--- config.mk ---
export PLATFORM = sky130hd
export DESIGN_NAME = pse_lane
export DESIGN_NICKNAME = d
export VERILOG_FILES = /design/src/rtl/assert_macros.svh /design/src/rtl/pse_pkg.sv /design/src/rtl/pse_lane.sv
export SDC_FILE = /design/constraint.sdc
export NUM_CORES = 1
export LEC_CHECK = 0
export BUFFER_PORTS_ARGS = -buffer_cell sky130_fd_sc_hd__buf_2
export CORE_MARGIN = 1
export CORE_UTILIZATION = 46
export DETAILED_ROUTE_END_ITERATION = 8
export PLACE_DENSITY = 0.78
export SLEW_MARGIN = 5
export SYNTH_ARGS = -nofsm -noshare
export SYNTH_HDL_FRONTEND = slang
export SYNTH_SLANG_ARGS = --single-unit
--- constraint.sdc ---
create_clock -name clk_i -period 4.7 [get_ports clk_i]
set_input_delay 1.41 -clock clk_i [delete_from_list [all_inputs] [get_ports clk_i]]
set_output_delay 1.41 -clock clk_i [all_outputs]
set_load 0.1 [all_outputs]
--- src/rtl/assert_macros.svh ---
// assertion macros shared by the expander rtl
// expects clk_i and rst_ni in the scope of each use
`ifndef ASSERT_MACROS_SVH
`define ASSERT_MACROS_SVH

// same-cycle implication, disabled in reset
`define PSE_ASSERT_NOW(label, ante, cons) \
  label: assert property (@(posedge clk_i) disable iff (!rst_ni) (ante) |-> (cons)) \
    else $error("assertion failed");

// next-cycle implication, disabled in reset
`define PSE_ASSERT_NEXT(label, ante, cons) \
  label: assert property (@(posedge clk_i) disable iff (!rst_ni) (ante) |=> (cons)) \
    else $error("assertion failed");

`endif

--- src/rtl/pse_pkg.sv ---
// package for the png sample to rgba8 expander
// types, codes, constants and the grey scale table; no dependencies
package pse_pkg;

  localparam int unsigned PALETTE_ENTRIES = 256;
  localparam int unsigned PAL_AW          = $clog2(PALETTE_ENTRIES);

  localparam int unsigned SAMPLE_W = 16;
  localparam int unsigned CHAN_W   = 8;
  localparam int unsigned RGB_W    = 24;
  localparam int unsigned CT_W     = 3;
  localparam int unsigned BD_W     = 5;
  localparam int unsigned CNT_W    = 3;

  localparam int unsigned IN_DATA_W  = 96;
  localparam int unsigned OUT_DATA_W = 40;
  localparam int unsigned APB_AW     = 3;
  localparam int unsigned APB_DW     = 32;

  localparam logic [CT_W-1:0]   COLOR_TYPE_RST = 3'd0;
  localparam logic [BD_W-1:0]   BIT_DEPTH_RST  = 5'd8;
  localparam logic [BD_W-1:0]   DEPTH_8        = 5'd8;
  localparam logic [CHAN_W-1:0] ALPHA_OPAQUE   = 8'd255;
  localparam logic [CNT_W-1:0]  CNT_RGB        = 3'd3;
  localparam logic [CNT_W-1:0]  CNT_RGBA       = 3'd4;

  typedef enum logic [CT_W-1:0] {
    CT_GREY       = 3'd0,
    CT_RGB        = 3'd2,
    CT_INDEXED    = 3'd3,
    CT_GREY_ALPHA = 3'd4,
    CT_RGBA       = 3'd6
  } color_type_e;

  typedef enum logic {
    OP_PAL_WRITE = 1'b0,
    OP_PIXEL     = 1'b1
  } opcode_e;

  typedef enum logic {
    REG_COLOR_TYPE = 1'b0,
    REG_BIT_DEPTH  = 1'b1
  } reg_idx_e;

  // control carried alongside the lane samples
  typedef struct packed {
    logic [CT_W-1:0]   color_type;
    logic              scale_en;
    logic [CHAN_W-1:0] scale;
    logic              pal_hit;
  } s1_ctrl_t;

  // grey multiplier for depths below 8: floor(255 / (2^d - 1)), 1 at depth 0
  function automatic logic [CHAN_W-1:0] grey_scale(input logic [2:0] depth);
    logic [CHAN_W-1:0] s;
    case (depth)
      3'd0:    s = 8'd1;
      3'd1:    s = 8'd255;
      3'd2:    s = 8'd85;
      3'd3:    s = 8'd36;
      3'd4:    s = 8'd17;
      3'd5:    s = 8'd8;
      3'd6:    s = 8'd4;
      default: s = 8'd2;
    endcase
    return s;
  endfunction

endpackage

--- src/rtl/pse_lane.sv ---
// one sample lane: depth reduction or masking of a 16-bit sample to 8 bits
// depends on pse_pkg
module pse_lane (
  input  logic                          clk_i,
  input  logic                          en_i,
  input  logic [pse_pkg::SAMPLE_W-1:0]  sample_i,
  input  logic [pse_pkg::BD_W-1:0]      bit_depth_i,
  output logic [pse_pkg::CHAN_W-1:0]    prep_o,
  output logic [pse_pkg::CHAN_W-1:0]    prep_q_o
);
  import pse_pkg::*;

  logic [CHAN_W-1:0] hi, lo, mask;
  logic [CHAN_W-1:0] prep_q;

  assign hi   = sample_i[SAMPLE_W-1:CHAN_W];
  assign lo   = sample_i[CHAN_W-1:0];
  assign mask = CHAN_W'((16'd1 << bit_depth_i[2:0]) - 16'd1);

  // floor(s / 257) is hi or hi - 1
  always_comb begin
    if (bit_depth_i > DEPTH_8) begin
      prep_o = hi - CHAN_W'(hi > lo);
    end else if (bit_depth_i == DEPTH_8 || bit_depth_i == '0) begin
      prep_o = lo;
    end else begin
      prep_o = lo & mask;
    end
  end

  always_ff @(posedge clk_i) begin
    if (en_i) begin
      prep_q <= prep_o;
    end
  end

  assign prep_q_o = prep_q;

endmodule

Word level (Yosys, flattened, before mapping)
Cells that the tools add are included.

Add/sub/neg operators: 2. $lt $le $gt $ge: 2. Equal/unequal tests: 1. Shift-type cells: 1. Multiplexer cells: 2. Bitwise gates (word level): 1. Reductions and logical operators: 2.

Operators with widths (count): two-way mux 8 bit (2); bitwise AND 8 bit (1); > comparator 8 bit (1); << shifter 1 x 3 -> 8 bit, first input constant (1); subtractor 8 x 1 -> 8 bit (1); subtractor 8 x 1 -> 8 bit, second input constant (1); == test 5 x 4 -> 1 bit, second input constant (1); > comparator 5 x 4 -> 1 bit, second input constant (1); logical NOT 5 bit (1); logical OR 1 bit (1).

Bits in registers: 8. Input bits: 23. Output and inout port bits: 16. Logic and storage cells: 12.

Logic depth before layout (Yosys ltp)
Gate-level depths: netlist (run 1).

Word-level depth: 5. Gate-level depth with buffers: 11. Depth with buffers taken out: 11.

Least setup slack after synthesis (run 1)
OpenSTA, ideal clock, no wires.

Path type: input port to output port. Start point: input sample_i[1] (netlist name). End point: output prep_o[7] (netlist name). Arrival: 5255 ps. Required time: 3290 ps. Path slack: -1965 ps. Cell stages on the path: 11. Path buffers: 0. Cell sequence: inv_1 > ha_1 > nor2b_1 > o211ai_1 > a21oi_1 > o32a_1 > ha_1 > nand2b_1 > and4bb_2 > xnor2_1 > o31ai_1.

Word-level cells in the longest chain between the ends: 3.

RTL lines: start: declaration (line pse_lane.sv:6) `input logic [pse_pkg::SAMPLE_W-1:0] sample_i,`; > comparator 8 bit (line pse_lane.sv:23) `prep_o = hi - CHAN_W'(hi > lo);`; subtractor 8 x 1 -> 8 bit (line pse_lane.sv:23); two-way mux 8 bit (line pse_lane.sv:22) `if (bit_depth_i > DEPTH_8) begin`; end: declaration (line pse_lane.sv:8) `output logic [pse_pkg::CHAN_W-1:0] prep_o,`.

No other way between the ends.

Final worst setup path (run 1)
Start point: input sample_i[6] (netlist name). End point: output prep_o[7] (netlist name).

The elaborated chain is that of the path after synthesis.

==> flow_metrics.env, run 1 <==
export IMPL_fin_ws_ns=-0.353
export IMPL_clkSinkCount=8
export IMPL_clkSlewWorstSetupHoldPaths_ns=0.06
export IMPL_grt_max_degree=9
export IMPL_fin_setup_tns_ns=-1.73
export IMPL_synth_top_area_share_pct=28.0
export IMPL_violations="negative setup slack"
export IMPL_yosysTopAreaCell="edfxtp_1"
export IMPL_ys_seq_area_share_pct=28.0
export IMPL_synthAdderAreaFrac_pct=17.5
export IMPL_synth_distinct_cells=35
export IMPL_drive_above_1_share_pct=62.9
export IMPL_cap_violations=0
export IMPL_hpwl_microns=2090
export IMPL_num_io_pins=39
export IMPL_numPortBuffers=38
export IMPL_crit_arrival_ns=3.64
export IMPL_fmax_ghz=0.198
export IMPL_totalPowerFinal_mw=0.429
export IMPL_synthSimpleGateAreaFrac_pct=18.2
export IMPL_dpl_instance_area_sq_um=1480
export IMPL_yosys_top_cells_area="edfxtp_1 28%, ha_1 17%, inv_1 4.4%, xnor2_1 4.1%, a21oi_1 3.5%"
export IMPL_postLayoutCoreUtil_pct=94.7
export IMPL_track_usage_pct=35.3
export IMPL_cts_root_buf="clkbuf_4"
export IMPL_cp_num_buf_inv=3
export IMPL_grt_pass1_vias=1087
export IMPL_leakage_nw=0.711
export IMPL_place_gp_congestion=0.813
export IMPL_antenna_found_initial=0
export IMPL_core_rowCount=15
export IMPL_grt_remaining_overflow=0
export IMPL_tritoncts="built"
export IMPL_critPathRequiredTime_ns=3.29
export IMPL_finalCriticalPeriod_ns=5.05
export IMPL_cts_hold_buf=0
export IMPL_mostFrequentLayoutCell="buf_2"
export IMPL_start_util_pct=49.2
export IMPL_yosys_warnings=0
export IMPL_netlist_area_sq_um=858
export IMPL_detail_route_antenna_nets=0
export IMPL_hold_viol_final=0
export IMPL_synth_async_reset_ratio_pct=0
export IMPL_core_area_sq_um=1750
export IMPL_synthFlopType="edfxtp_1"
export IMPL_grt_setup_unrepaired="true"
export IMPL_drc=0
export IMPL_synth_xor_area_share_pct=7.14
export IMPL_ir_drop_mv=0.202
export IMPL_die_width_microns=45.2
export IMPL_crit_slowest_cell="o32a_1"
export IMPL_power_density_nw_per_um2=260
export IMPL_synth_compound_area_share_pct=19.8
export IMPL_syn_to_final_growth_pct=92.6
export IMPL_synth_top_family_by_area="compound AO/OA/AOI/OAI gates"
export IMPL_wl_per_cell_microns=20.7
export IMPL_die_h_microns=45.2
export IMPL_start_kind="input pin"
export IMPL_cts_buffers=3
export IMPL_setup_viol=7
export IMPL_endpoint_kind="output pin"
export IMPL_synth_cells=94
export IMPL_syn_area_per_cell_sq_um=9.13
export IMPL_slowest_delay_ns=0.35
export IMPL_yosys_register_bits=8
export IMPL_synth_edff_count=8
export IMPL_fin_nets=188
export IMPL_drtIter0Drc=37
export IMPL_critical_path_class="input pin to output pin"
export IMPL_grt_pass1_wl_microns=5060
export IMPL_routed_wirelength_microns=3650
export IMPL_place_ws_ns=-0.392
export IMPL_nFillCells=43
export IMPL_vias=1050
export IMPL_synth_mux_area_share_pct=1.17
export IMPL_status="finished, violations left"
export IMPL_path_cells="buf_2, inv_1, ha_4, a21oi_1, a21boi_2, o32a_1, ha_2, nand2b_1, and4bb_2, xnor2_2, o31ai_4, buf_12"
export IMPL_cp_top_family="compound AO/OA/AOI/OAI gates"
export IMPL_synthesis_nets=129
export IMPL_register_area_sq_um=240
export IMPL_worst_pin_slew_ns=0.499
export IMPL_holdCritPathClass="input pin to flop"
export IMPL_htree_levels=1
export IMPL_cts_buffer_depth=2
export IMPL_n_antenna_cell=0
export IMPL_fin_crit_sh_pct=108
export IMPL_drtPass1Iterations=4
export IMPL_largest_reg_flops=8
export IMPL_dieArea_sq_um=2040
export IMPL_slew_headroom_pct=67.0
export IMPL_multi_input_area_sq_um=815
export IMPL_via_per_inst=5.97
export IMPL_final_cell_mix="28 x buf_2, 19 x buf_4, 10 x buf_12, 9 x inv_1, 8 x edfxtp_1"
export IMPL_slew_viol_final=0
export IMPL_path_max_fanout=3
export IMPL_final_cell_area_sq_um=1650
-- stage by stage --
step                cells  hold WS, ns
finish                176         1.49
global route          176         1.51
CTS                   176         1.50
detailed placement    171         1.76
global placement      171         1.75
floorplan              94         1.52
-- cell usage after synthesis, types with 2 or more instances --
master,n
a21oi_1,6
buf_6,2
clkbuf_2,2
edfxtp_1,8
ha_1,12
inv_1,10
nand2_1,6
nand2b_1,2
nand3_1,2
nand4_1,2
nor2_1,8
nor4_1,2
o21ai_0,4
o21ai_2,2
xnor2_1,4
xor2_1,3
-- logic make-up after synthesis --
kind of cell	count (synthesis)
buf+inv	14
simple gates	28
xor+xnor	7
compound gates	24
fa+ha+maj	12
mux	1
flops	8
-- cell type report --
class / instances / area share (%)
clock buffer: 3 / 1.36
timing repair buffer: 58 / 29.9
sequential: 8 / 14.5
inverter: 10 / 3.03
multi-input combinational: 72 / 49.3
tap: 25 / 1.89
-- worst paths after layout --
path	startpoint	endpoint	slack, ns	cells after the start
max	sample_i[6]	prep_o[7]	-0.35	12
min	en_i	prep_q_o[5]	1.49	1
-- power by group --
group	internal (mW)	total, mW	leakage, nW	switching, mW
Combinational	0.0954	0.286	0.619	0.190
Sequential	0.0884	0.0903	0.0779	0.00192
Clock	0.0292	0.0531	0.0138	0.0239
-- per-layer routing --
metal | routed length [microns] | GRT usage, % | part of all wire [%]
met5 | 0 | 0 | 0
met4 | 264 | 17.6 | 7.2
met2 | 1840 | 65.8 | 50
met3 | 273 | 6.80 | 7.5
met1 | 1270 | 37.2 | 35
-- timing repair --
action / in CTS / in global routing
gates resized for setup: 21 / 4
endpoints found under the setup margin: 7 / 7
buffers inserted: 2 / 2
pin swaps: 10 / 6
hold endpoints to repair: 0 / 0
cloned: 0 / 0
Note: power is estimated with default switching activity, not from simulation.
==> run 2: changes to the inputs <==
CORE_ASPECT_RATIO = 1.25   (was unset)
==> run 2 against run 1 <==
- the run ends with design-rule violations, negative setup slack left
- sequential power hardly changed
- first-iteration DRC count is 19% lower
- cell count is 3.4% lower
- clock-buffer cell count stayed put
- wire length is 9.4% lower
- hold slack better by 0.017 ns
- clock power is 3% lower
- sequential share of layout area is 0.67 points higher
- critical path depth is 1 higher
- die area hardly changed
- critical endpoint is now prep_o[5]
==> flow_metrics.env, run 2 (synthesis gave the netlist of run 1 again) <==
export IMPL_status="finished, violations left"
export IMPL_violations="design-rule violations, negative setup slack"
export IMPL_place_gp_congestion=0.842
export IMPL_drtPass1Iterations=8
export IMPL_grt_max_degree=9
export IMPL_path_max_fanout=3
export IMPL_start_util_pct=48.6
export IMPL_fin_nets=188
export IMPL_cts_buffer_depth=2
export IMPL_grt_remaining_overflow=0
export IMPL_power_density_nw_per_um2=265
export IMPL_totalPowerFinal_mw=0.418
export IMPL_clkSlewWorstSetupHoldPaths_ns=0.06
export IMPL_drive_above_1_share_pct=58.3
export IMPL_core_area_sq_um=1770
export IMPL_combPwrFrac_pct=66.1
export IMPL_die_h_microns=50.3
export IMPL_syn_to_final_growth_pct=84.1
export IMPL_p_seq_share_pct=21.5
export IMPL_vias=1020
export IMPL_track_usage_pct=31.6
export IMPL_antenna_found_initial=0
export IMPL_critical_path_class="input pin to output pin"
export IMPL_grt_pass1_vias=1024
export IMPL_nFillCells=75
export IMPL_start_kind="input pin"
export IMPL_p_int_mw=0.208
export IMPL_ir_drop_mv=0.193
export IMPL_mostFrequentLayoutCell="buf_2"
export IMPL_detail_route_antenna_nets=0
export IMPL_setup_viol=7
export IMPL_die_width_microns=40.6
export IMPL_routed_wirelength_microns=3310
export IMPL_largest_reg_flops=8
export IMPL_n_antenna_cell=0
export IMPL_hold_ws_ns=1.51
export IMPL_wl_per_cell_microns=19.4
export IMPL_slew_viol_final=0
export IMPL_postLayoutCoreUtil_pct=89.5
export IMPL_crit_arrival_ns=3.60
export IMPL_htree_levels=1
export IMPL_drc=2
export IMPL_dpl_instance_area_sq_um=1460
export IMPL_via_per_inst=6.00
export IMPL_fin_crit_sh_pct=107
export IMPL_leakage_nw=0.694
export IMPL_dieArea_sq_um=2040
export IMPL_fmax_ghz=0.200
export IMPL_critPathRequiredTime_ns=3.29
export IMPL_clkSinkCount=8
export IMPL_drtIter0Drc=30
export IMPL_p_clk_share_pct=12.3
export IMPL_p_sw_mw=0.210
export IMPL_holdCritPathClass="input pin to flop"
export IMPL_hold_viol_final=0
export IMPL_netSwitchingFraction_pct=50.3
export IMPL_place_ws_ns=-0.352
export IMPL_endpoint_kind="output pin"
export IMPL_num_io_pins=39
export IMPL_final_cell_area_sq_um=1580
export IMPL_cts_hold_buf=0
export IMPL_core_rowCount=17
export IMPL_grt_setup_unrepaired="true"
export IMPL_grt_pass1_wl_microns=4470
export IMPL_finalCriticalPeriod_ns=5.01
export IMPL_cts_buffers=3
export IMPL_slew_headroom_pct=67.5
export IMPL_fin_ws_ns=-0.312
export IMPL_hpwl_microns=2100
export IMPL_cts_root_buf="clkbuf_4"
export IMPL_cap_violations=0
export IMPL_final_cell_mix="29 x buf_2, 20 x buf_4, 9 x inv_1, 9 x buf_12"
export IMPL_worst_pin_slew_ns=0.491
export IMPL_tritoncts="built"
export IMPL_numPortBuffers=38
[run 2: power by group through the flow]
| stage | Sequential [mW] | Combinational [mW] | Clock, mW |
|---|---|---|---|
| floorplan | 0.148 | 0.122 | 0 |
| global placement | 0.0910 | 0.255 | 0 |
| detailed placement | 0.0917 | 0.260 | 0 |
| CTS | 0.0903 | 0.268 | 0.0517 |
| global route | 0.0914 | 0.286 | 0.0548 |
| finish | 0.0901 | 0.276 | 0.0516 |
[run 2: worst max-delay path: stages]
cell and delay [ns]:
buf_2 0.08, inv_1 0.05, ha_1 0.33, a21oi_1 0.15, a21oi_1 0.09, o32a_1 0.32
ha_2 0.19, nand2b_1 0.09, buf_4 0.14, nor4_4 0.04, xnor2_1 0.31, o32ai_4 0.18
buf_12 0.20
[run 2: routing by layer]
metal  global-route usage (%)  vias up  wire length, microns
li1                         -      457                     -
met1                     34.4      482                  1140
met2                     55.8       59                  1830
met3                     3.98       22                   138
met4                     14.4        0                   205
met5                        0        -                     0
[run 2: what timing repair did]
| item | in CTS | in global routing |
|---|---|---|
| setup buffers | 1 | 0 |
| gates resized for setup | 14 | 1 |
| pin swaps | 8 | 0 |
| endpoints found under the setup margin | 7 | 7 |
[run 2: layout make-up]
class                   instances  area [sq um]  area share, %
multi-input cells              72           768           48.6
repair buffers                 58           475           30.1
flip-flops and latches          8           240           15.2
inverters                      10          50.0           3.17
well taps                      19          23.8           1.50
clock buffers                   3          22.5           1.43
[run 2: final timing paths]
check,from,endpoint,slack [ns],depth (start not counted)
hold / removal,en_i,prep_q_o[2],1.51,1
setup / recovery,sample_i[3],prep_o[5],-0.31,13
[run 2: per-stage QoR]
stage / std cells / setup TNS, ns
after floorplan: 94 / -0.727
after global placement: 166 / -1.44
after detailed placement: 166 / -2.01
after CTS: 170 / -0.977
after global routing: 170 / -1.87
final: 170 / -1.32
==> run 3: changes to the inputs <==
CELL_PAD_IN_SITES_DETAIL_PLACEMENT = 0   (was unset)
CELL_PAD_IN_SITES_GLOBAL_PLACEMENT = 2   (was unset)
CORE_UTILIZATION = 26   (was 46)
==> run 3 against run 2 <==
- the run ends with negative setup slack left
- die area increased by 73%
- highest routed layer is now met3
- critical path type unchanged
- total power decreased by 0.99%
- global-route usage decreased by 16 points
- clock-buffer cell count unchanged
- combinational power about the same
- sequential share of layout area decreased by 0.68 points
- fmax increased by 1.0%
- critical endpoint is now prep_o[6]
==> flow_metrics.env, run 3 (synthesis gave the netlist of run 1 again) <==
export IMPL_status="finished, violations left"
export IMPL_violations="negative setup slack"
export IMPL_grt_pass1_wl_microns=4080
export IMPL_clkSlewWorstSetupHoldPaths_ns=0.05
export IMPL_die_h_microns=66.2
export IMPL_routed_wirelength_microns=2410
export IMPL_fin_nets=190
export IMPL_wl_per_cell_microns=12.7
export IMPL_via_per_inst=4.78
export IMPL_worst_pin_slew_ns=0.489
export IMPL_start_kind="input pin"
export IMPL_leakage_nw=0.714
export IMPL_vias=904
export IMPL_worstHoldEndpoint="prep_q_o[3]"
export IMPL_htree_levels=1
export IMPL_detail_route_antenna_nets=0
export IMPL_cts_hold_buf=0
export IMPL_grt_pass1_vias=938
export IMPL_hold_viol_final=0
export IMPL_fin_crit_sh_pct=106
export IMPL_antenna_found_initial=0
export IMPL_drc=0
export IMPL_place_inst=184
export IMPL_fin_setup_tns_ns=-1.31
export IMPL_start_util_pct=28.3
export IMPL_drive_above_1_share_pct=60.1
export IMPL_nFillCells=291
export IMPL_num_io_pins=39
export IMPL_totalPowerFinal_mw=0.414
export IMPL_min_delay_start="en_i"
export IMPL_hpwl_microns=2110
export IMPL_numPortBuffers=38
export IMPL_grt_max_degree=9
export IMPL_core_area_sq_um=3030
export IMPL_endpoint_kind="output pin"
export IMPL_largest_reg_flops=8
export IMPL_slew_headroom_pct=67.6
export IMPL_cts_buffers=3
export IMPL_dieArea_sq_um=3540
export IMPL_cap_violations=0
export IMPL_cts_root_buf="clkbuf_4"
export IMPL_setup_viol=7
export IMPL_place_gp_congestion=0.747
export IMPL_path_max_fanout=3
export IMPL_mostFrequentLayoutCell="buf_2"
export IMPL_crit_arrival_ns=3.55
export IMPL_n_antenna_cell=0
export IMPL_hold_ws_ns=1.51
export IMPL_hold_depth=1
export IMPL_final_cell_mix="29 x buf_2, 20 x buf_4, 10 x buf_12, 9 x inv_1, 8 x edfxtp_1"
export IMPL_ir_drop_mv=0.190
export IMPL_drtIter0Drc=12
export IMPL_drtPass1Iterations=3
export IMPL_grt_remaining_overflow=0
export IMPL_syn_to_final_growth_pct=92.7
export IMPL_tritoncts="built"
export IMPL_final_cell_count_no_fill=189
export IMPL_holdCritPathClass="input pin to flop"
export IMPL_cts_buffer_depth=2
export IMPL_die_width_microns=53.4
export IMPL_grt_setup_unrepaired="true"
export IMPL_fmax_ghz=0.202
export IMPL_fin_ws_ns=-0.260
export IMPL_clkSinkCount=8
export IMPL_power_density_nw_per_um2=250
export IMPL_slew_viol_final=0
export IMPL_critical_path_class="input pin to output pin"
export IMPL_core_rowCount=22
export IMPL_finalCriticalPeriod_ns=4.96
export IMPL_critPathRequiredTime_ns=3.29
export IMPL_track_usage_pct=15.7
## run 3: cell count changes in the layout (fill, tap and decap cells not counted), sizes merged
cell / before / now
buf: 58 / 60
## run 3: where the power goes
part | total (mW) | internal (mW) | switching, mW
Clock | 0.0508 | 0.0291 | 0.0217
Combinational | 0.273 | 0.0945 | 0.179
Sequential | 0.0899 | 0.0884 | 0.00155
Total | 0.414 | 0.212 | 0.202
## run 3: cell type report
type / count / area, sq um / area share [%]
sequential: 8 / 240 / 14.5
inverter: 10 / 50.0 / 3.03
multi-input combinational: 72 / 790 / 47.7
clock buffer: 3 / 22.5 / 1.36
tap: 36 / 45.0 / 2.72
timing repair buffer: 60 / 507 / 30.6
## run 3: how the worst max path moves through the flow
stage,startpoint,depth (start not counted),slack [ns],endpoint
global placement,sample_i[1],13,-0.30,prep_o[7]
global route,sample_i[1],13,-0.35,prep_o[7]
floorplan,sample_i[1],11,-0.47,prep_o[7]
finish,sample_i[1],15,-0.26,prep_o[6]
detailed placement,sample_i[1],13,-0.36,prep_o[7]
CTS,sample_i[1],13,-0.26,prep_o[7]
## run 3: what timing repair did
item,4_1_cts,5_1_grt
endpoints found under the setup margin,7,7
pin swaps,8,3
resized for setup,14,4
setup buffers,1,1
## run 3: worst max-delay path, stage by stage
cell,delay (ns)
buf_12,0.09
inv_12,0.03
ha_4,0.22
nor2b_4,0.12
o211ai_1,0.15
a21oi_1,0.09
o32a_1,0.32
buf_4,0.14
buf_6,0.11
ha_4,0.15
ha_4,0.18
nand3_4,0.08
xor2_4,0.08
o21ai_4,0.17
buf_12,0.20
## run 3: per-stage QoR
| step | worst slack [ns] | instance area [sq um] | util, % |
|---|---|---|---|
| 2_1_floorplan | -0.474 | 1020 | - |
| 3_5_place_dp | -0.360 | 1500 | 49.7 |
| 6_report | -0.260 | 1650 | 54.6 |
| 5_1_grt | -0.349 | 1650 | 54.6 |
| 4_1_cts | -0.259 | 1620 | 53.6 |
| 3_3_place_gp | -0.298 | 1500 | 49.7 |
## run 3: per-layer routing
metal  vias up  GRT usage (%)  share of wire, %
li1        459              -                 -
met1       424           16.6                38
met2        21           31.3                58
met3         0           2.30               4.2
met4         0           2.96                 0
met5         -              0                 0
