==> src/rtl/assert_macros.svh <==
// assertion macros shared by the expander rtl
// expects clk_i and rst_ni in the scope of each use
`ifndef ASSERT_MACROS_SVH
`define ASSERT_MACROS_SVH

// same-cycle implication, disabled in reset
`define PSE_ASSERT_NOW(label, ante, cons) \
  label: assert property (@(posedge clk_i) disable iff (!rst_ni) (ante) |-> (cons)) \
    else $error("assertion failed");

// next-cycle implication, disabled in reset
`define PSE_ASSERT_NEXT(label, ante, cons) \
  label: assert property (@(posedge clk_i) disable iff (!rst_ni) (ante) |=> (cons)) \
    else $error("assertion failed");

`endif

==> src/rtl/pse_pkg.sv <==
// package for the png sample to rgba8 expander
// types, codes, constants and the grey scale table; no dependencies
package pse_pkg;

  localparam int unsigned PALETTE_ENTRIES = 256;
  localparam int unsigned PAL_AW          = $clog2(PALETTE_ENTRIES);

  localparam int unsigned SAMPLE_W = 16;
  localparam int unsigned CHAN_W   = 8;
  localparam int unsigned RGB_W    = 24;
  localparam int unsigned CT_W     = 3;
  localparam int unsigned BD_W     = 5;
  localparam int unsigned CNT_W    = 3;

  localparam int unsigned IN_DATA_W  = 96;
  localparam int unsigned OUT_DATA_W = 40;
  localparam int unsigned APB_AW     = 3;
  localparam int unsigned APB_DW     = 32;

  localparam logic [CT_W-1:0]   COLOR_TYPE_RST = 3'd0;
  localparam logic [BD_W-1:0]   BIT_DEPTH_RST  = 5'd8;
  localparam logic [BD_W-1:0]   DEPTH_8        = 5'd8;
  localparam logic [CHAN_W-1:0] ALPHA_OPAQUE   = 8'd255;
  localparam logic [CNT_W-1:0]  CNT_RGB        = 3'd3;
  localparam logic [CNT_W-1:0]  CNT_RGBA       = 3'd4;

  typedef enum logic [CT_W-1:0] {
    CT_GREY       = 3'd0,
    CT_RGB        = 3'd2,
    CT_INDEXED    = 3'd3,
    CT_GREY_ALPHA = 3'd4,
    CT_RGBA       = 3'd6
  } color_type_e;

  typedef enum logic {
    OP_PAL_WRITE = 1'b0,
    OP_PIXEL     = 1'b1
  } opcode_e;

  typedef enum logic {
    REG_COLOR_TYPE = 1'b0,
    REG_BIT_DEPTH  = 1'b1
  } reg_idx_e;

  // control carried alongside the lane samples
  typedef struct packed {
    logic [CT_W-1:0]   color_type;
    logic              scale_en;
    logic [CHAN_W-1:0] scale;
    logic              pal_hit;
  } s1_ctrl_t;

  // grey multiplier for depths below 8: floor(255 / (2^d - 1)), 1 at depth 0
  function automatic logic [CHAN_W-1:0] grey_scale(input logic [2:0] depth);
    logic [CHAN_W-1:0] s;
    case (depth)
      3'd0:    s = 8'd1;
      3'd1:    s = 8'd255;
      3'd2:    s = 8'd85;
      3'd3:    s = 8'd36;
      3'd4:    s = 8'd17;
      3'd5:    s = 8'd8;
      3'd6:    s = 8'd4;
      default: s = 8'd2;
    endcase
    return s;
  endfunction

endpackage

==> src/rtl/pse_merge.sv <==
// merge stage: combines lane samples and palette data into one rgba beat
// depends on pse_pkg
module pse_merge (
  input  logic                              clk_i,
  input  logic                              rst_ni,
  input  logic                              s1_valid_i,
  input  pse_pkg::s1_ctrl_t                 s1_ctrl_i,
  input  logic [pse_pkg::CHAN_W-1:0]        lane_a_i,
  input  logic [pse_pkg::CHAN_W-1:0]        lane_b_i,
  input  logic [pse_pkg::CHAN_W-1:0]        lane_c_i,
  input  logic [pse_pkg::CHAN_W-1:0]        lane_d_i,
  input  logic [pse_pkg::RGB_W-1:0]         pal_rgb_i,
  output logic                              take_o,
  output logic                              m_axis_tvalid,
  input  logic                              m_axis_tready,
  // red, green, blue, alpha, channel_count, zero pad
  output logic [pse_pkg::OUT_DATA_W-1:0]    m_axis_tdata
);
  import pse_pkg::*;

  logic                  valid_q, valid_d;
  logic [CHAN_W-1:0]     red_d, green_d, blue_d, alpha_d;
  logic [CNT_W-1:0]      cnt_d;
  logic [CHAN_W-1:0]     grey;
  logic [2*CHAN_W-1:0]   grey_prod;
  logic [RGB_W-1:0]      pal;
  logic [OUT_DATA_W-1:0] data_q;

  assign grey_prod = lane_a_i * s1_ctrl_i.scale;
  assign grey      = s1_ctrl_i.scale_en ? grey_prod[CHAN_W-1:0] : lane_a_i;
  assign pal       = s1_ctrl_i.pal_hit ? pal_rgb_i : '0;

  always_comb begin
    red_d   = lane_a_i;
    green_d = lane_b_i;
    blue_d  = lane_c_i;
    alpha_d = lane_d_i;
    cnt_d   = CNT_RGBA;
    case (s1_ctrl_i.color_type)
      CT_GREY: begin
        red_d   = grey;
        green_d = grey;
        blue_d  = grey;
        alpha_d = ALPHA_OPAQUE;
      end
      CT_RGB: begin
        alpha_d = '0;
        cnt_d   = CNT_RGB;
      end
      CT_INDEXED: begin
        red_d   = pal[23:16];
        green_d = pal[15:8];
        blue_d  = pal[7:0];
        alpha_d = ALPHA_OPAQUE;
      end
      CT_GREY_ALPHA: begin
        green_d = lane_a_i;
        blue_d  = lane_a_i;
        alpha_d = lane_b_i;
      end
      default: begin
      end
    endcase
  end

  assign take_o  = !valid_q || m_axis_tready;
  assign valid_d = take_o ? s1_valid_i : valid_q;

  always_ff @(posedge clk_i or negedge rst_ni) begin
    if (!rst_ni) begin
      valid_q <= 1'b0;
    end else begin
      valid_q <= valid_d;
    end
  end

  always_ff @(posedge clk_i) begin
    if (take_o && s1_valid_i) begin
      data_q <= {5'b0, cnt_d, alpha_d, blue_d, green_d, red_d};
    end
  end

  assign m_axis_tvalid = valid_q;
  assign m_axis_tdata  = data_q;

endmodule
==> config.mk <==
export PLATFORM = sky130hd
export DESIGN_NAME = pse_merge
export DESIGN_NICKNAME = d
export VERILOG_FILES = /design/src/rtl/assert_macros.svh /design/src/rtl/pse_pkg.sv /design/src/rtl/pse_merge.sv
export SDC_FILE = /design/constraint.sdc
export NUM_CORES = 1
export LEC_CHECK = 0
export BUFFER_PORTS_ARGS = -buffer_cell sky130_fd_sc_hd__buf_4
export CAP_MARGIN = 10
export CORE_MARGIN = 2
export CORE_UTILIZATION = 48
export CTS_BUF_LIST = sky130_fd_sc_hd__clkbuf_16
export DETAILED_ROUTE_END_ITERATION = 12
export PLACE_DENSITY = 0.78
export SYNTH_ARGS = -nofsm -noshare
export SYNTH_HDL_FRONTEND = slang
export SYNTH_SLANG_ARGS = --single-unit
==> constraint.sdc <==
create_clock -name clk_i -period 2.3 [get_ports clk_i]
set_clock_uncertainty 0.1 [all_clocks]
set_input_delay 0.46 -clock clk_i [delete_from_list [all_inputs] [get_ports clk_i]]
set_output_delay 0.46 -clock clk_i [all_outputs]
set_load 0.02 [all_outputs]
# Word level (Yosys, flattened, before mapping)
# Cells that the tools add are included.
# word_totals
out_inout_bits	42
ramBits	0
ff_bits	36
in_bits	73
latch_bits	0
elab_cells	18
memories	0
mem_bits_ro	0
# classes
shift	0
n_eq_ne	3
n_addsub	0
bitwise_logic	0
order_cmp	0
n_mux	7
n_reduce_logical	5
n_mul	1
div_mod_pow	0
# ops
cell	n
$pmux W8 S3	3
$mux W24	1
$pmux W8 S2	1
$mul A8 B8 Y8	1
$mux W8	1
$eq A3 B2 Y1 const B	2
$eq A3 B3 Y1 const B	1
$logic_not A3 Y1	1
$mux W3	1
$reduce_or A2 Y1	1
$logic_and A1 B1 Y1	1
$logic_not A1 Y1	1
$logic_or A1 B1 Y1	1

# Longest topological paths before layout
# Gate-level depths: netlist of run 1.
# depth
depth_word	3
depth_mapped	14
ltp_nobuf	14

# Least setup slack after synthesis of run 1
# Ideal clock, no wire load.
# synth_path
path_kind	input to register
startpoint	input port lane_a_i[1] (netlist bit)
endpoint	register data_q[7] (netlist: m_axis_tdata[7]) (data pin)
arrival_time_ns	3.621
setup_slack_ns	-1.682
required_time_ns	1.939
setup_ns	0.261
n_path_buf	0
cell_stages	12
cell_sequence	nand2_1 fa_1 fa_1 inv_1 fa_1 inv_1 fa_1 xor2_1 xnor3_1 xnor3_1 xnor3_1 o21ai_1
# synth_via
elab_chain_len	3
# synth_rtl
item	line_no	rtl
from (decl)	pse_merge.sv:8	input logic [pse_pkg::CHAN_W-1:0] lane_a_i,
$mul A8 B8 Y8	pse_merge.sv:29	assign grey_prod = lane_a_i * s1_ctrl_i.scale;
$mux W8	pse_merge.sv:30	assign grey = s1_ctrl_i.scale_en ? grey_prod[CHAN_W-1:0] : lane_a_i;
$pmux W8 S2	pse_merge.sv:39	case (s1_ctrl_i.color_type)
net red_d[7]	pse_merge.sv:22	logic [CHAN_W-1:0] red_d, green_d, blue_d, alpha_d;
to (signal assigned)	pse_merge.sv:79	data_q <= {5'b0, cnt_d, alpha_d, blue_d, green_d, red_d};
to (decl)	pse_merge.sv:27	logic [OUT_DATA_W-1:0] data_q;
# The timed path passes the listed nets, and every way through them passes these cells.
# A chain may end at the register's enable or synchronous reset.

# Worst setup path in the final report of run 1
# layout_path
startpoint	input port s1_ctrl_i[3] (netlist bit)
endpoint	register data_q[5] (netlist: m_axis_tdata[5]) (data pin)
# layout_via
elab_chain_len	3
# layout_rtl
item	line_no	rtl
from (decl)	pse_merge.sv:7	input pse_pkg::s1_ctrl_t s1_ctrl_i,
$mul A8 B8 Y8	pse_merge.sv:29	
$mux W8	pse_merge.sv:30	
$pmux W8 S2	pse_merge.sv:39	
net red_d[5]	pse_merge.sv:22	
# The timed path passes the listed nets, and every way through them passes these cells.

==> flow_summary_export.csv, run 1 <==
group,metric,value,unit
worst_setup_path,critPathArrivalTime,3480,ps
detailed_routing,drtAntennaViolNets,0,
pwr,p_leak,0.00193,uW
final_layout,drive_above_1_share,47.9,%
run,maxCapViolations,0,
detailed_routing,wl_met3,674,um
detailed_routing,drt-met1-wl,2850,um
placed_design,place.gp.congestion,0.903,
sta,tightest_slew,579,ps
sta,setup_violations,15,
global_routing,gr-usage-all-layers,25.6,%
cts,cts_made_buffers,5,
floorplan,row_count,27,
pwr,powerDensity,626,mW/mm2
worst_setup_path,critPathMaxFanout,3,
floorplan,coreArea,0.00544,mm2
final_layout,fill_cells,355,
global_routing,grt_first_pass_wirelength,12200,um
synth,yosysWarnings,0,
final_layout,num_antenna_cells,0,
worst_setup_path,cp.required,2220,ps
sta,final_max_slew_viol_count,0,
final_layout,mostFrequentLayoutCells,"buf_4, nand2_1, edfxtp_1",
cts,cts_tree,"done",
cts,clock_latency,280,ps
synth,ys_ff_latch,35,
cts,cts_sinks,35,
cts,cts-root-buf,"clkbuf_16",
floorplan,initial_core_util,48.8,%
synth,synthTopCellsByArea,"edfxtp_1, fa_1, ha_1",
worst_setup_path,cp-start-kind,"input port",
synth,syn-cell-area,0.00266,mm2
sta,rsz0062_at_grt,"true",
outcome,failed_checks,"setup timing",
global_routing,grt_remaining_overflow,0,
final_layout,area_delta_synth_final,59.4,%
final_layout,area.sequential,0.00105,mm2
detailed_routing,wl_per_cell,16.9,um
min_path,hold_path_class,"input port to flip-flop",
sta,max_freq,0.281,GHz
synth,ys_async_sr_fraction,2.86,%
final_layout,utilization,77.8,%
floorplan,dieArea,0.00614,mm2
floorplan,die_w,78.4,um
detailed_routing,routed-wl-met2,4430,um
sta,relSlewSlack,61.3,%
global_routing,first_global_vias,2583,
synth,synth_top_area_share,38.4,%
detailed_routing,drt_wl_total,8140,um
synth,syn_inst,271,
final_layout,nets,511,
outcome,status,"finished with violations",
synth,synthFlopType,"edfxtp_1",
global_routing,antenna_found_initial,0,
detailed_routing,routed_via_density,5.35,
sta,fin_ws,-1260,ps
synth,synth_area_per_cell,9.80,um2
cts,ctsLongestPathBuffers,2,
synth,synthDistinctLibCells,34,
final_layout,multiInputGateArea,0.00170,mm2
detailed_routing,highest_layer,"met4",
worst_setup_path,endpoint_kind,"flip-flop",
global_routing,grt_max_degree,35,
pwr,peakVddDrop,388,uV
placed_design,hpwl,6130,um
placed_design,dp_cells,466,
final_layout,stdcell_count,483,
detailed_routing,first_iter_violations,232,
cts,clkTransAtPathRegs,60,ps
sta,layout_min_cycle_time,3560,ps
detailed_routing,vias,2583,
placed_design,port_buffers,109,
floorplan,io_pins,115,
pwr,total_power,2650,uW
sta,final.period_utilization,155,%
sta,hold_violations,0,
floorplan,die_height,78.4,um
final_layout,mostFrequentLayoutCell,"buf_4",
detailed_routing,drt_pass1_iterations,5,
detailed_routing,drcViolationCount,0,
synth,synth-edff-count,34,
worst_setup_path,crit_type,"input port to flip-flop",
synth,synth_top_area_cell,"edfxtp_1",
cts,htreeDepth,2,
synth,seq_area_frac_synth,39.4,%
cell usage after synthesis, drive strengths merged (7+ instances only):
master  number
edfxtp      34
and2        18
xnor2        7
o22ai        9
ha          16
nand2       44
fa          12
a21oi       17
nor2        13
a22oi       10
o21ai       16
inv         30
where the power goes:
| part | switching [uW] | total [uW] | internal [uW] |
|---|---|---|---|
| logic | 551 | 1110 | 561 |
| clock network | 252 | 763 | 510 |
| registers | 12.1 | 775 | 763 |
| total | 816 | 2650 | 1830 |
routing by layer:
layer	vias up	track usage, %
met4	0	10.9
met5	-	0
met3	20	4.48
li1	1205	-
met1	1225	29.2
met2	133	47.0
metrics by stage:
stage | worst slack, ps | hold slack, ps | instance area (um2) | TNS [ps]
final | -1260 | 281 | 4230 | -15120
after global routing | -1360 | 292 | 4230 | -16540
after CTS | -1230 | 282 | 4120 | -14620
after detailed placement | -1560 | 136 | 3810 | -20640
after global placement | -1490 | 136 | 3810 | -19810
after floorplan | -1250 | 64.4 | 2800 | -13020
flip-flops by register name, indices dropped and copies added (netlist names):
register / count
m_axis_tdata: 34
m_axis_tvalid: 1
logic make-up after synthesis:
logic type               share of synthesized area [%]
AO/OA/AOI/OAI                                     15.2
XOR/XNOR                                          5.84
adder cells (fa/ha/maj)                           16.6
buffers and inverters                             6.92
flip-flops                                        39.4
multiplexers                                      1.27
other                                            0.141
AND/OR/NAND/NOR                                   14.7
timing repair:
action,4_1_cts,5_1_grt
resized for setup,21,19
cloned,0,0
setup buffers,3,5
endpoints found under the setup margin,18,15
pin swaps,15,16
hold buffers,1,0
endpoints found under the hold margin,1,0
worst max-delay path: stages:
cell and delay (ps):
buf_8 110, buf_6 120, buf_6 110, and2_4 130, ha_4 150, fa_1 440
ha_1 320, inv_2 40, fa_1 500, fa_2 390, buf_4 160, xor2_2 180
nor2_1 90, a221o_1 270
cell type report:
type	instances	area share [%]
inverters	31	2.75
clock inverters	3	1.03
well taps	72	2.13
multi-input cells	197	40.2
repair buffers	140	26.2
flip-flops and latches	35	24.7
clock buffers	5	2.96
worst paths after layout:
kind / to / depth (start not counted) / from / slack, ps
min reg2reg: m_axis_tvalid / 2 / m_axis_tvalid / 460
max reg2reg: m_axis_tdata[4] / 3 / m_axis_tvalid / 810
max in group asynchronous: m_axis_tvalid / 2 / rst_ni / 1610
min in group asynchronous: m_axis_tvalid / 2 / rst_ni / 410
min: m_axis_tvalid / 2 / s1_valid_i / 280
max: m_axis_tdata[5] / 14 / s1_ctrl_i[3] / -1260
No activity file was read; power rests on OpenSTA's default activity.
==> run 2: changes to the inputs <==
--- a/config.mk
+++ b/config.mk
@@ -5,13 +5,14 @@
 export SDC_FILE = /design/constraint.sdc
 export NUM_CORES = 1
 export LEC_CHECK = 0
-export BUFFER_PORTS_ARGS = -buffer_cell sky130_fd_sc_hd__buf_4
 export CAP_MARGIN = 10
 export CORE_MARGIN = 2
-export CORE_UTILIZATION = 48
+export CORE_UTILIZATION = 50
 export CTS_BUF_LIST = sky130_fd_sc_hd__clkbuf_16
 export DETAILED_ROUTE_END_ITERATION = 12
-export PLACE_DENSITY = 0.78
+export DONT_BUFFER_PORTS = 1
+export MAX_ROUTING_LAYER = met4
+export PLACE_DENSITY = 0.62
 export SYNTH_ARGS = -nofsm -noshare
 export SYNTH_HDL_FRONTEND = slang
 export SYNTH_SLANG_ARGS = --single-unit
==> run 2 against run 1 <==
  * Critical endpoint is now m_axis_tdata[7]
  * Global-route usage decreased by 2.4 points
  * Sequential share of layout area increased by 9.0 points
  * The run still ends with setup timing left
  * Worst hold slack got worse by 86 ps
==> flow_summary_export.csv, run 2 (synthesized netlist as in run 1, its figures left out) <==
group,metric,value,unit
sta,hold_violations,0,
sta,tightest_slew,583,ps
global_routing,grt_first_pass_wirelength,10300,um
pwr,powerDensity,703,mW/mm2
final_layout,fill_cells,464,
final_layout,num_antenna_cells,0,
sta,setup_violations,15,
sta,final_max_slew_viol_count,0,
cts,cts-root-buf,"clkbuf_16",
global_routing,antenna_found_initial,0,
floorplan,dieArea,0.00591,mm2
detailed_routing,drt_wl_total,6520,um
worst_setup_path,endpoint_kind,"flip-flop",
outcome,failed_checks,"setup timing",
final_layout,mostFrequentLayoutCell,"nand2_1",
floorplan,row_count,26,
global_routing,grt_remaining_overflow,0,
cts,cts_made_buffers,5,
pwr,p_leak,0.00126,uW
floorplan,die_height,76.9,um
worst_setup_path,crit_family,"adder cells",
cts,htreeDepth,2,
worst_setup_path,critPathMaxFanout,6,
placed_design,port_buffers,0,
global_routing,grt_max_degree,35,
sta,layout_min_cycle_time,3380,ps
global_routing,first_global_vias,2062,
detailed_routing,drtAntennaViolNets,0,
placed_design,place_area,0.00287,mm2
worst_setup_path,crit_type,"input port to flip-flop",
final_layout,area_delta_synth_final,16.9,%
floorplan,io_pins,115,
min_path,hold_path_class,"input port to flip-flop",
detailed_routing,drt_pass1_iterations,5,
worst_setup_path,crit_chain,"nand2_8, fa_2, fa_1, inv_2, fa_1, inv_1, fa_2, inv_2, ha_4, a21oi_2, xnor3_2, o21ai_1",
sta,finalSetupTns,-10580,ps
worst_setup_path,cp_num_buf_inv,3,
floorplan,die_w,76.9,um
pwr,peakVddDrop,427,uV
sta,relSlewSlack,60.9,%
global_routing,gr-usage-all-layers,23.2,%
final_layout,largest_reg_flops,34,
placed_design,dp_cells,339,
floorplan,coreArea,0.00511,mm2
placed_design,preCtsSetupSlack,-1370,ps
worst_setup_path,cpPeakStageDelay,520,ps
cts,clock_latency,270,ps
detailed_routing,routed_via_density,5.73,
detailed_routing,wl_per_cell,18.7,um
final_layout,final_area,0.00310,mm2
sta,max_freq,0.296,GHz
cts,clkTransAtPathRegs,50,ps
sta,holdWs,195,ps
final_layout,nets,379,
sta,fin_ws,-1080,ps
outcome,status,"finished with violations",
cts,ctsLongestPathBuffers,2,
detailed_routing,vias,1999,
cts,cts_tree,"done",
worst_setup_path,slowest_stage,"fa_2",
final_layout,stdcell_count,349,
detailed_routing,drcViolationCount,0,
worst_setup_path,cp.required,2320,ps
final_layout,drive_above_1_share,21.5,%
cts,cts_sinks,35,
final_layout,mostFrequentLayoutCells,"nand2_1, edfxtp_1, inv_1",
floorplan,initial_core_util,52.0,%
sta,final.period_utilization,147,%
placed_design,place.gp.congestion,0.838,
sta,rsz0062_at_grt,"true",
worst_setup_path,critPathArrivalTime,3400,ps
run,maxCapViolations,0,
placed_design,hpwl,5060,um
worst_setup_path,cp-start-kind,"input port",
detailed_routing,first_iter_violations,136,
[run 2: changes by cell type in the layout (fill, tap and decap cells not counted), moves of 3 or more]
cell   before  now
buf_8       3    0
buf_4     127    7
ha_4       11    8
buf_6       9    0
ha_1        5    8
[run 2: worst paths after layout]
check                      depth (start not counted)          endpoint          start  slack, ps
max                                               12   m_axis_tdata[7]   s1_ctrl_i[3]      -1080
max in group asynchronous                          1     m_axis_tvalid         rst_ni       1700
min                                                1     m_axis_tvalid     s1_valid_i        190
max reg2reg                                        3  m_axis_tdata[31]  m_axis_tvalid        580
min in group asynchronous                          1     m_axis_tvalid         rst_ni        300
min reg2reg                                        2     m_axis_tvalid  m_axis_tvalid        730
[run 2: per-stage QoR]
| stage | power, uW | utilization, % |
|---|---|---|
| CTS | 2130 | 59.8 |
| global route | 2300 | 60.8 |
| detailed placement | 1490 | 56.1 |
| finish | 2180 | 60.8 |
| global placement | 1480 | 56.1 |
| floorplan | 1370 | - |
[run 2: timing repair]
item                       in CTS  in global routing
pin swaps                       7                 14
hold buffers                    1                  0
setup buffers                   0                  1
hold endpoints to repair        1                  0
gates resized for setup         8                 12
setup endpoints to repair      15                 15
[run 2: power breakdown]
group          total [uW]  internal [uW]  switching [uW]
registers             842            768            73.9
logic                 717            347             369
clock network         622            391             232
total                2180           1510             675
[run 2: per-layer routing]
| metal | vias to the layer above | part of all wire, % | routed length, um | track usage [%] |
|---|---|---|---|---|
| li1 | 946 | - | - | - |
| met1 | 938 | 44 | 2860 | 32.1 |
| met2 | 103 | 45 | 2920 | 34.1 |
| met3 | 12 | 9.6 | 626 | 6.00 |
| met4 | 0 | 1.6 | 106 | 6.00 |
| met5 | - | 0 | 0 | - |
[run 2: area by class of cell]
class	instances	area, um2	share of cell area (%)
clock buffers	5	125	4.03
clock inverters	3	12.5	0.403
inverters	31	116	3.75
multi-input cells	197	1650	53.3
flip-flops and latches	35	1050	33.7
well taps	70	87.6	2.82
repair buffers	8	62.6	2.02
==> run 3: changes to the inputs <==
--- a/config.mk
+++ b/config.mk
@@ -11,8 +11,9 @@
 export CTS_BUF_LIST = sky130_fd_sc_hd__clkbuf_16
 export DETAILED_ROUTE_END_ITERATION = 12
 export DONT_BUFFER_PORTS = 1
+export HOLD_SLACK_MARGIN = 0.08
 export MAX_ROUTING_LAYER = met4
-export PLACE_DENSITY = 0.62
+export PLACE_DENSITY = 0.65
 export SYNTH_ARGS = -nofsm -noshare
 export SYNTH_HDL_FRONTEND = slang
 export SYNTH_SLANG_ARGS = --single-unit
==> constraint.sdc (replaced) <==
create_clock -name clk_i -period 2.8 [get_ports clk_i]
set_clock_uncertainty 0.1 [all_clocks]
set_input_delay 0.56 -clock clk_i [delete_from_list [all_inputs] [get_ports clk_i]]
set_output_delay 0.56 -clock clk_i [all_outputs]
set_load 0.02 [all_outputs]
==> run 3 against run 2 <==
  * The flow still finishes with violations (setup timing)
  * First-iteration DRC count shrank 5.1%
  * Sequential power down 18%
  * Wire length is 0.43% higher
  * Largest cell class unchanged
==> flow_summary_export.csv, run 3 (synthesized netlist as in run 1, its figures left out) <==
group,metric,value,unit
pwr,p_int,1350,uW
cts,clkTransAtPathRegs,60,ps
cts,ctsLongestPathBuffers,2,
final_layout,final_area,0.00308,mm2
final_layout,mostFrequentLayoutCell,"nand2_1",
detailed_routing,wl_per_cell,18.8,um
worst_setup_path,cp-start-kind,"input port",
floorplan,initial_core_util,52.0,%
detailed_routing,drcViolationCount,0,
global_routing,antenna_found_initial,0,
sta,final.period_utilization,121,%
floorplan,io_pins,115,
pwr,total_power,1920,uW
sta,rsz0062_at_grt,"true",
cts,cts_sinks,35,
worst_setup_path,endpoint_kind,"flip-flop",
sta,layout_min_cycle_time,3380,ps
run,maxCapViolations,0,
global_routing,grt_max_degree,35,
worst_setup_path,critPathArrivalTime,3420,ps
pwr,p_switching,569,uW
detailed_routing,vias,1994,
pwr,p_clk_share,32.8,%
final_layout,drive_above_1_share,18.0,%
sta,fin_ws,-583,ps
detailed_routing,first_iter_violations,129,
final_layout,area_delta_synth_final,16.1,%
pwr,seqPwrFrac,36.0,%
floorplan,row_count,26,
sta,tightest_slew,606,ps
placed_design,hpwl,5100,um
global_routing,grt_remaining_overflow,0,
final_layout,largest_reg_flops,34,
final_layout,stdcell_count,348,
sta,final_max_slew_viol_count,0,
cts,cts_tree,"done",
worst_setup_path,cp.required,2830,ps
worst_setup_path,crit_type,"input port to flip-flop",
placed_design,place.gp.congestion,0.832,
cts,clock_latency,280,ps
outcome,status,"finished with violations",
final_layout,num_antenna_cells,0,
worst_setup_path,reg2reg_from,"m_axis_tvalid",
global_routing,first_global_vias,1977,
cts,cts_made_buffers,5,
detailed_routing,drt_pass1_iterations,5,
final_layout,mostFrequentLayoutCells,"nand2_1, edfxtp_1, inv_1",
detailed_routing,drt_wl_total,6550,um
placed_design,place_area,0.00283,mm2
global_routing,gr-usage-all-layers,23.8,%
sta,max_freq,0.296,GHz
placed_design,port_buffers,0,
pwr,powerDensity,622,mW/mm2
placed_design,dp_cells,338,
pwr,p_sw_share,29.6,%
floorplan,coreArea,0.00511,mm2
min_path,hp-start,"s1_valid_i",
pwr,p_leak,0.00126,uW
sta,hold_violations,0,
final_layout,nets,378,
cts,htreeDepth,2,
cts,cts-root-buf,"clkbuf_16",
pwr,combinationalPowerShare,31.2,%
sta,setup_violations,12,
sta,relSlewSlack,59.3,%
final_layout,fill_cells,451,
detailed_routing,routed_via_density,5.73,
detailed_routing,drtAntennaViolNets,0,
min_path,hold_path_class,"input port to flip-flop",
outcome,failed_checks,"setup timing",
worst_setup_path,cp-startpoint,"lane_a_i[3]",
floorplan,die_height,76.9,um
pwr,peakVddDrop,335,uV
floorplan,dieArea,0.00591,mm2
floorplan,die_w,76.9,um
global_routing,grt_first_pass_wirelength,10500,um
worst_setup_path,critPathMaxFanout,7,
==> run 3: changes by cell type in the layout (fill, tap and decap cells not counted), moves of 2 or more <==
cell,change
ha_1,+3
a21oi_2,-2
nand2_1,+2
and2_1,+2
ha_4,-3
and2_4,-2
nand2_4,-2
==> run 3: per-stage QoR <==
stage	worst slack [ps]	setup TNS [ps]	hold WS, ps	utilization (%)
2_1_floorplan	-848	-7310	164	-
3_3_place_gp	-918	-8980	164	55.4
3_5_place_dp	-986	-9420	164	55.4
4_1_cts	-583	-5250	284	59.9
5_1_grt	-683	-6430	293	60.4
6_report	-583	-5360	282	60.4
==> run 3: power groups by stage <==
| stage | Sequential, uW | Combinational [uW] | Clock (uW) |
|---|---|---|---|
| after detailed placement | 702 | 535 | 0 |
| after CTS | 692 | 574 | 629 |
| after floorplan | 696 | 424 | 0 |
| after global routing | 693 | 667 | 663 |
| final | 691 | 598 | 629 |
| after global placement | 701 | 521 | 0 |
==> run 3: area by class of cell <==
class | count | area, um2 | area share (%)
Clock buffer | 5 | 125 | 4.06
Clock inverter | 3 | 43.8 | 1.42
Inverter | 31 | 116 | 3.77
Multi-Input combinational cell | 197 | 1610 | 52.2
Sequential cell | 35 | 1050 | 33.9
Tap cell | 70 | 87.6 | 2.84
Timing Repair Buffer | 7 | 55.1 | 1.78
==> run 3: timing repair <==
| action | 4_1_cts | 5_1_grt |
|---|---|---|
| setup endpoints to repair | 12 | 12 |
| cloned | 0 | 0 |
| setup buffers | 1 | 0 |
| resized for setup | 7 | 7 |
| endpoints found under the hold margin | 1 | 0 |
| hold buffers | 1 | 0 |
| pin swaps | 10 | 4 |
==> run 3: path summary, 6_finish.rpt <==
path                                    end  slack [ps]  cells past startpoint
setup / recovery            m_axis_tdata[7]        -580                     12
min in group asynchronous     m_axis_tvalid         380                      1
max in group asynchronous     m_axis_tvalid        2120                      1
hold reg to reg               m_axis_tvalid         730                      2
hold / removal                m_axis_tvalid         280                      1
setup reg to reg           m_axis_tdata[18]        1070                      3
==> run 3: per-layer routing <==
layer | GRT usage, % | vias to the layer above | wire length (um)
li1 | - | 940 | -
met1 | 29.6 | 936 | 2680
met2 | 38.0 | 108 | 3180
met3 | 6.12 | 10 | 562
met4 | 7.82 | 0 | 116
met5 | - | - | 0
==> run 3: critical path, cell delays in order <==
cell and delay, ps:
nand2_8 30, fa_2 370, fa_1 500, inv_2 40, fa_1 490, inv_2 40, fa_2 520, inv_2 40
ha_4 220, a21oi_4 120, xnor3_1 350, o21ai_1 130
